==> config.mk <==
export PLATFORM = sky130hd
export DESIGN_NAME = char_to_word_stream_replacer
export DESIGN_NICKNAME = d
export VERILOG_FILES = /design/src/rtl/cwr_pkg.sv /design/src/rtl/cwr_csr.sv /design/src/rtl/cwr_ctrl.sv /design/src/rtl/cwr_datapath.sv /design/src/rtl/char_to_word_stream_replacer.sv
export SDC_FILE = /design/constraint.sdc
export NUM_CORES = 1
export LEC_CHECK = 0
export BUFFER_PORTS_ARGS = -buffer_cell sky130_fd_sc_hd__buf_2
export CAP_MARGIN = 30
export CORE_MARGIN = 4
export CORE_UTILIZATION = 55
export CTS_CLUSTER_SIZE = 16
export DETAILED_ROUTE_END_ITERATION = 16
export GPL_TIMING_DRIVEN = 1
export PLACE_DENSITY = 0.93
export SYNTH_ARGS = -nofsm -noshare
export SYNTH_HDL_FRONTEND = slang
export SYNTH_SLANG_ARGS = --single-unit
==> constraint.sdc <==
create_clock -name clock -period 4.8 [get_ports clock]
set_input_delay 0 -clock clock [delete_from_list [all_inputs] [get_ports clock]]
set_output_delay 0 -clock clock [all_outputs]
set_load 0.1 [all_outputs]
==> src/rtl/cwr_pkg.sv <==
// ----------------------------------------------------------------------------
// cwr_pkg
// Shared types and constants of the character-to-word stream replacer.
// ----------------------------------------------------------------------------
package cwr_pkg;

   localparam int PAL_MAX  = 8;                                   // longest word
   localparam int LEN_W    = 4;                                   // word_len field
   localparam int IDX_W    = (PAL_MAX > 1) ? $clog2(PAL_MAX) : 1; // byte index
   localparam int CHAR_W   = 8;
   localparam int WORD_W   = 64;
   localparam int CSR_AW   = 5;
   localparam int CSR_DW   = 64;

   typedef enum logic [1:0] {
      REG_TARGET_CHAR = 2'd0,
      REG_WORD_LEN    = 2'd1,
      REG_WORD_BYTES  = 2'd2
   } reg_idx_type;

   typedef struct packed {
      logic [CHAR_W-1:0] target_char;
      logic [LEN_W-1:0]  word_len;
      logic [WORD_W-1:0] word_bytes;
   } cfg_type;

   // controller to datapath
   typedef struct packed {
      logic out_load;   // load the output register
      logic sel_word;   // load a word byte instead of the input byte
      logic idx_start;  // emit word byte 0, index moves to 1
      logic idx_next;   // emit word byte at index, index advances
   } cmd_type;

   // datapath to controller
   typedef struct packed {
      logic out_free;   // output register empty or being taken
      logic match;      // input byte equals target
      logic len_zero;   // word is empty
      logic len_one;    // word has a single byte
      logic idx_last;   // index points at the last word byte
   } sts_type;

endpackage

==> src/rtl/cwr_csr.sv <==
// ----------------------------------------------------------------------------
// cwr_csr
// Configuration registers behind an APB-style port.
// ----------------------------------------------------------------------------
module cwr_csr (
   input  logic                      clock,
   input  logic                      reset,
   input  logic                      csr_psel,
   input  logic                      csr_penable,
   input  logic                      csr_pwrite,
   input  logic [cwr_pkg::CSR_AW-1:0] csr_paddr,
   input  logic [cwr_pkg::CSR_DW-1:0] csr_pwdata,
   output logic [cwr_pkg::CSR_DW-1:0] csr_prdata,
   output logic                      csr_pready,
   output cwr_pkg::cfg_type          cfg
);
   import cwr_pkg::*;

   cfg_type     cfg_ff;
   cfg_type     cfg_in;
   logic        wr_en;
   reg_idx_type reg_idx;
   logic        addr_hi;

   assign reg_idx    = reg_idx_type'(csr_paddr[4:3]);
   assign addr_hi    = (csr_paddr[4:3] == 2'd3);
   assign csr_pready = 1'b1;
   assign wr_en      = csr_psel & csr_penable & csr_pwrite & csr_pready;

   always_comb begin
      cfg_in = cfg_ff;
      if (wr_en && !addr_hi) begin
         unique case (reg_idx)
            REG_TARGET_CHAR: cfg_in.target_char = csr_pwdata[CHAR_W-1:0];
            REG_WORD_LEN:    cfg_in.word_len    = csr_pwdata[LEN_W-1:0];
            REG_WORD_BYTES:  cfg_in.word_bytes  = csr_pwdata[WORD_W-1:0];
            default:         cfg_in             = cfg_ff;
         endcase
      end
   end

   always_comb begin
      csr_prdata = '0;
      if (!addr_hi) begin
         unique case (reg_idx)
            REG_TARGET_CHAR: csr_prdata = CSR_DW'(cfg_ff.target_char);
            REG_WORD_LEN:    csr_prdata = CSR_DW'(cfg_ff.word_len);
            REG_WORD_BYTES:  csr_prdata = CSR_DW'(cfg_ff.word_bytes);
            default:         csr_prdata = '0;
         endcase
      end
   end

   always_ff @(posedge clock) begin
      if (reset) begin
         cfg_ff <= '0;
      end else begin
         cfg_ff <= cfg_in;
      end
   end

   assign cfg = cfg_ff;

endmodule

==> src/rtl/cwr_ctrl.sv <==
// ----------------------------------------------------------------------------
// cwr_ctrl
// Controller: takes input items and steps through a replacement word.
// ----------------------------------------------------------------------------
module cwr_ctrl (
   input  logic             clock,
   input  logic             reset,
   input  logic             req_valid,
   output logic             req_ready,
   input  cwr_pkg::sts_type sts,
   output cwr_pkg::cmd_type cmd
);
   import cwr_pkg::*;

   typedef enum logic {
      ST_IDLE,
      ST_EMIT
   } state_type;

   state_type state_ff;
   state_type state_in;
   logic      accept;

   assign accept = req_valid & req_ready;

   always_comb begin
      state_in  = state_ff;
      cmd       = '0;
      req_ready = 1'b0;
      unique case (state_ff)
         ST_IDLE: begin
            req_ready = sts.out_free;
            if (accept) begin
               if (!sts.match) begin
                  cmd.out_load = 1'b1;
               end else if (!sts.len_zero) begin
                  cmd.out_load  = 1'b1;
                  cmd.sel_word  = 1'b1;
                  cmd.idx_start = 1'b1;
                  if (!sts.len_one) begin
                     state_in = ST_EMIT;
                  end
               end
            end
         end
         ST_EMIT: begin
            // hold input until the word's last byte is loaded
            if (sts.out_free) begin
               cmd.out_load = 1'b1;
               cmd.sel_word = 1'b1;
               cmd.idx_next = 1'b1;
               if (sts.idx_last) begin
                  state_in = ST_IDLE;
               end
            end
         end
         default: state_in = ST_IDLE;
      endcase
   end

   always_ff @(posedge clock) begin
      if (reset) begin
         state_ff <= ST_IDLE;
      end else begin
         state_ff <= state_in;
      end
   end

endmodule

==> src/rtl/cwr_datapath.sv <==
// ----------------------------------------------------------------------------
// cwr_datapath
// Byte index, byte selection and the output register.
// ----------------------------------------------------------------------------
module cwr_datapath (
   input  logic                       clock,
   input  logic                       reset,
   input  cwr_pkg::cfg_type           cfg,
   input  logic [cwr_pkg::CHAR_W-1:0] req_char_in,
   input  cwr_pkg::cmd_type           cmd,
   output cwr_pkg::sts_type           sts,
   output logic                       rsp_valid,
   input  logic                       rsp_ready,
   output logic [cwr_pkg::CHAR_W-1:0] rsp_char_out,
   output logic                       rsp_run_last
);
   import cwr_pkg::*;

   logic [IDX_W-1:0]  idx_ff,   idx_in;
   logic              valid_ff, valid_in;
   logic [CHAR_W-1:0] char_ff,  char_in;
   logic              last_ff,  last_in;
   logic [LEN_W-1:0]  eff_len;
   logic [IDX_W-1:0]  sel_idx;
   logic [CHAR_W-1:0] word_byte;
   logic              word_last;

   // saturate the length to the word buffer size
   assign eff_len = (cfg.word_len > LEN_W'(PAL_MAX)) ? LEN_W'(PAL_MAX) : cfg.word_len;

   assign sel_idx   = cmd.idx_start ? '0 : idx_ff;
   assign word_byte = cfg.word_bytes[CHAR_W*sel_idx +: CHAR_W];
   assign word_last = (LEN_W'(sel_idx) + LEN_W'(1)) == eff_len;

   assign sts.out_free = ~valid_ff | rsp_ready;
   assign sts.match    = (req_char_in == cfg.target_char);
   assign sts.len_zero = (eff_len == '0);
   assign sts.len_one  = (eff_len == LEN_W'(1));
   assign sts.idx_last = (LEN_W'(idx_ff) + LEN_W'(1)) == eff_len;

   always_comb begin
      idx_in   = idx_ff;
      valid_in = valid_ff;
      char_in  = char_ff;
      last_in  = last_ff;
      if (cmd.idx_start || cmd.idx_next) begin
         idx_in = sel_idx + IDX_W'(1);
      end
      if (cmd.out_load) begin
         valid_in = 1'b1;
         char_in  = cmd.sel_word ? word_byte : req_char_in;
         last_in  = cmd.sel_word ? word_last : 1'b1;
      end else if (rsp_ready) begin
         valid_in = 1'b0;
      end
   end

   always_ff @(posedge clock) begin
      if (reset) begin
         valid_ff <= 1'b0;
         idx_ff   <= '0;
         char_ff  <= '0;
         last_ff  <= 1'b0;
      end else begin
         valid_ff <= valid_in;
         idx_ff   <= idx_in;
         char_ff  <= char_in;
         last_ff  <= last_in;
      end
   end

   assign rsp_valid    = valid_ff;
   assign rsp_char_out = char_ff;
   assign rsp_run_last = last_ff;

endmodule

==> src/rtl/char_to_word_stream_replacer.sv <==
// ----------------------------------------------------------------------------
// char_to_word_stream_replacer
// Replaces each target byte of a text stream by a configured word.
// ----------------------------------------------------------------------------
//  channel | ports                         | moves
//  --------+-------------------------------+-------------------------------
//  req     | req_valid/ready, req_char_in  | one input byte per item
//  rsp     | rsp_valid/ready, rsp_char_out | one output byte, run_last mark
//  csr     | csr_psel..csr_pready (64 bit) | target, length, word at 0/8/16
//
//  A passed byte shows on rsp the cycle after accept.
//  A matched byte is replaced by a word of N bytes: the word is walked
//  one byte a cycle while rsp does not stall, through the single output
//  register, input held. An empty word drops the matched byte.
//  Reset is synchronous and clears all registers to zero.
//  A stall on rsp holds the output register and, through it, the input.
// ----------------------------------------------------------------------------
module char_to_word_stream_replacer (
   input  logic                       clock,
   input  logic                       reset,
   input  logic                       req_valid,
   output logic                       req_ready,
   input  logic [cwr_pkg::CHAR_W-1:0] req_char_in,
   output logic                       rsp_valid,
   input  logic                       rsp_ready,
   output logic [cwr_pkg::CHAR_W-1:0] rsp_char_out,
   output logic                       rsp_run_last,
   input  logic                       csr_psel,
   input  logic                       csr_penable,
   input  logic                       csr_pwrite,
   input  logic [cwr_pkg::CSR_AW-1:0] csr_paddr,
   input  logic [cwr_pkg::CSR_DW-1:0] csr_pwdata,
   output logic [cwr_pkg::CSR_DW-1:0] csr_prdata,
   output logic                       csr_pready
);
   import cwr_pkg::*;

   cfg_type cfg;
   cmd_type cmd;
   sts_type sts;

   cwr_csr u_csr (
      .clock       (clock),
      .reset       (reset),
      .csr_psel    (csr_psel),
      .csr_penable (csr_penable),
      .csr_pwrite  (csr_pwrite),
      .csr_paddr   (csr_paddr),
      .csr_pwdata  (csr_pwdata),
      .csr_prdata  (csr_prdata),
      .csr_pready  (csr_pready),
      .cfg         (cfg)
   );

   cwr_ctrl u_ctrl (
      .clock     (clock),
      .reset     (reset),
      .req_valid (req_valid),
      .req_ready (req_ready),
      .sts       (sts),
      .cmd       (cmd)
   );

   cwr_datapath u_datapath (
      .clock        (clock),
      .reset        (reset),
      .cfg          (cfg),
      .req_char_in  (req_char_in),
      .cmd          (cmd),
      .sts          (sts),
      .rsp_valid    (rsp_valid),
      .rsp_ready    (rsp_ready),
      .rsp_char_out (rsp_char_out),
      .rsp_run_last (rsp_run_last)
   );

   // never overwrite an item that is still waiting
   a_no_overwrite: assert property (@(posedge clock) disable iff (reset)
      cmd.out_load |-> sts.out_free)
      else $error("output register overwritten");

   // input is held while a word is being walked
   a_hold_in_word: assert property (@(posedge clock) disable iff (reset)
      cmd.idx_next |-> !req_ready)
      else $error("input taken during word");

   // a non-matching byte passes as a single marked item
   a_pass_through: assert property (@(posedge clock) disable iff (reset)
      req_valid && req_ready && !sts.match |=>
         rsp_valid && rsp_run_last && (rsp_char_out == $past(req_char_in)))
      else $error("pass-through byte lost or altered");

endmodule

==> flow_summary_export.csv <==
group,metric,value,unit
status,status,"finished, violations left",
status,violations,"hold timing",
floorplan,die_h,101.9,um
cells_and_area,seq_area,0.001802,sq mm
sta,hold-worst-slack,-0.004211,ns
global_route,grt_pass1_wl,27.72,mm
floorplan,ioPinCount,160,
drt,via_count,5596,
placed_design,gp_congestion,0.9541,
min_path,min_from,"req_char_in[3]",
job,drv_cap,0,
sta,period_share,64.17,%
yosys,synth_area_leaders,"dfxtp_1 (37%), nand2_1 (11%), a21oi_1 (8.2%)",
min_path,hp-class,"primary input to flop",
sta,slew_viol_final,0,
yosys,yosysTopAreaCellShare,37.18,%
cells_and_area,drive_gt1_share,25.06,%
clock_network,cts.sinks,90,
yosys,syn_area_per_cell,7.880,sq um
global_route,antenna_found_initial,0,
drt,wl,17.85,mm
clock_network,post_cts_buffers,0,
cells_and_area,area_growth,32.87,%
yosys,synth_edf_count,0,
cells_and_area,fin_nets,887,
yosys,ys_seq_area_share,37.18,%
worst_setup_path,timing.rr.start,"u_csr.cfg[67]",
cells_and_area,fin_util,76.82,%
clock_network,cts-root-buf,"clkbuf_8",
clock_network,cts_resized,0,
global_route,grt_pass1_vias,5424,
yosys,netlist_instances,615,
clock_network,clk_pin_slew,0.10,ns
yosys,synth_seq_cells,90,
clock_network,hold_buffers,65,
power,peakVddDrop,0.0001671,V
worst_setup_path,endpoint_kind,"flop",
global_route,grt_max_degree,65,
placed_design,dp_hpwl,10.67,mm
worst_setup_path,crit_path_start_kind,"flop",
floorplan,rows,33,
cells_and_area,multi_input_area,0.002818,sq mm
cells_and_area,fin_area,0.006439,sq mm
drt,first_iter_violations,514,
drt,first_pass_iters,8,
power,leakage,2.683,nW
worst_setup_path,startpoint,"u_csr.cfg[67]",
floorplan,coreArea,0.008382,sq mm
sta,min_period,3.080,ns
cells_and_area,fill_cells,552,
clock_network,cts.path.max_buffers,2,
yosys,synth_largest_area_cell,"dfxtp_1",
clock_network,clock_latency,0.38,ns
drt,wl_per_cell,19.57,um
yosys,synth_cell_type_count,55,
floorplan,start_util,57.81,%
sta,max-slew-margin-rel,32.56,%
worst_setup_path,required,5.07,ns
sta,setup_viol_count_final,0,
yosys,yosys_warnings,0,
yosys,yosys_most_used_dff,"dfxtp_1",
sta,rsz0062_at_grt,"no",
worst_setup_path,cp_max_fo,13,
global_route,grt_overflow,0,
worst_setup_path,crit_type,"flop to flop",
floorplan,dieArea,0.01038,sq mm
placed_design,dpl-instance-area,0.005572,sq mm
floorplan,dieWidth,101.9,um
power,power.total,1.549,mW
sta,final-hold-violation-count,2,
clock_network,cts_max_level,3,
clock_network,cts_buffers,9,
placed_design,port_buffers,155,
drt,postRouteAntennaNets,0,
sta,worstMarginPinSlew,1.010,ns
yosys,netlist_area,0.004846,sq mm
sta,fmax,0.3247,GHz
worst_setup_path,arrival,3.35,ns
yosys,async_flop_share,0,%
power,powerDensity,240.6,mW/mm^2
drt,drc_errors,0,
sta,skew,0.01665,ns
yosys,synth_nets,701,
drt,vias_per_cell,6.136,
global_route,grt.total_usage,34.24,%
sta,finalSetupTns,0,ns
clock_network,cts_tree,"done",
==> layout make-up <==
type / count / share of cell area [%]
diodes: 1 / 0.03887
clock inverters: 6 / 1.030
clock buffers: 10 / 1.982
multi-input cells: 471 / 43.76
inverters: 4 / 0.2332
flip-flops and latches: 90 / 27.98
well taps: 105 / 2.040
repair buffers: 225 / 22.93
==> layer usage <==
layer / track usage, % / part of all wire, %
met1: 40.09 / 35
met2: 58.25 / 48
met3: 7.031 / 11
met4: 19.68 / 6.3
met5: 0 / 0
==> logic make-up (layout without fill, tap and decap cells) <==
| group | after synthesis | after routing | synth area share (%) |
|---|---|---|---|
| and+or+nand+nor | 280 | 280 | 27.39 |
| DFF | 90 | 90 | 37.18 |
| AOI/OAI and AO/OA | 138 | 138 | 17.69 |
| other | 1 | 2 | 0.07739 |
| adders and majority gates | 2 | 2 | 0.5163 |
| xor gates and xnor gates | 14 | 14 | 2.530 |
| buffers and inverters | 54 | 245 | 4.931 |
| muxes | 36 | 36 | 9.682 |
==> per-stage QoR <==
step	hold slack [ns]	worst slack, ns	instances
final	-0.004211	1.720	912
after global routing	0.03096	1.579	911
after CTS	0.002374	1.782	910
after detailed placement	0.2482	1.809	829
after global placement	0.2401	1.881	829
after floorplan	0.1360	1.605	615
==> final timing paths <==
path,to,slack (ns),cells after the start
min,u_datapath.rsp_char_out[3],-0.004,3
min reg2reg,u_csr.cfg[10],0.48,2
max reg2reg,u_datapath.rsp_run_last,1.72,10
max,u_datapath.rsp_run_last,1.72,10
==> Yosys cell counts (7+ instances only) <==
cell and number:
a21oi_1 79, mux2_2 7, mux2i_1 21, xnor2_1 12, clkbuf_1 38, nand3_1 7, dfxtp_1 90, nand2b_1 10
nand2_1 142, mux4_2 8, o21ai_0 11, nor2_1 36, and2_1 57
==> worst max-delay path, cell delays in order (launching register included) <==
cell and delay, ns:
dfxtp_1 0.64, or4_4 0.23, and4_4 0.27, nand3_2 0.30, and2_1 0.29, ha_1 0.30, xnor2_1 0.23, o32a_1 0.17
o2111ai_1 0.11, o21a_1 0.15, o311a_1 0.28
==> power by group <==
part | internal (mW) | total [mW] | switching, mW
Sequential | 0.760 | 0.773 | 0.0129
Clock | 0.242 | 0.535 | 0.293
Combinational | 0.0916 | 0.241 | 0.149
==> flip-flops by register name, summed over array words and instances (netlist names) <==
| name | count |
|---|---|
| u_datapath.rsp_char_out | 8 |
| u_csr.cfg | 76 |
| u_datapath.idx_ff | 3 |
| u_datapath.rsp_run_last | 1 |
| u_ctrl.state_ff | 1 |
| u_datapath.rsp_valid | 1 |
==> placed cells by master (no fill, tap or decap), types with 5 or more instances in the layout <==
cell / n
a211o_1: 5
a21oi_1: 79
a221oi_1: 5
a32o_1: 5
and2_1: 57
buf_2: 155
clkbuf_8: 9
dfxtp_1: 90
dlygate4sd3_1: 65
mux2_2: 7
mux2i_1: 21
mux4_2: 8
nand2_1: 142
nand2b_1: 10
nand3_1: 7
nand4_1: 5
nor2_1: 36
o21ai_0: 11
xnor2_1: 12
Power figures use the tool's default switching activity.
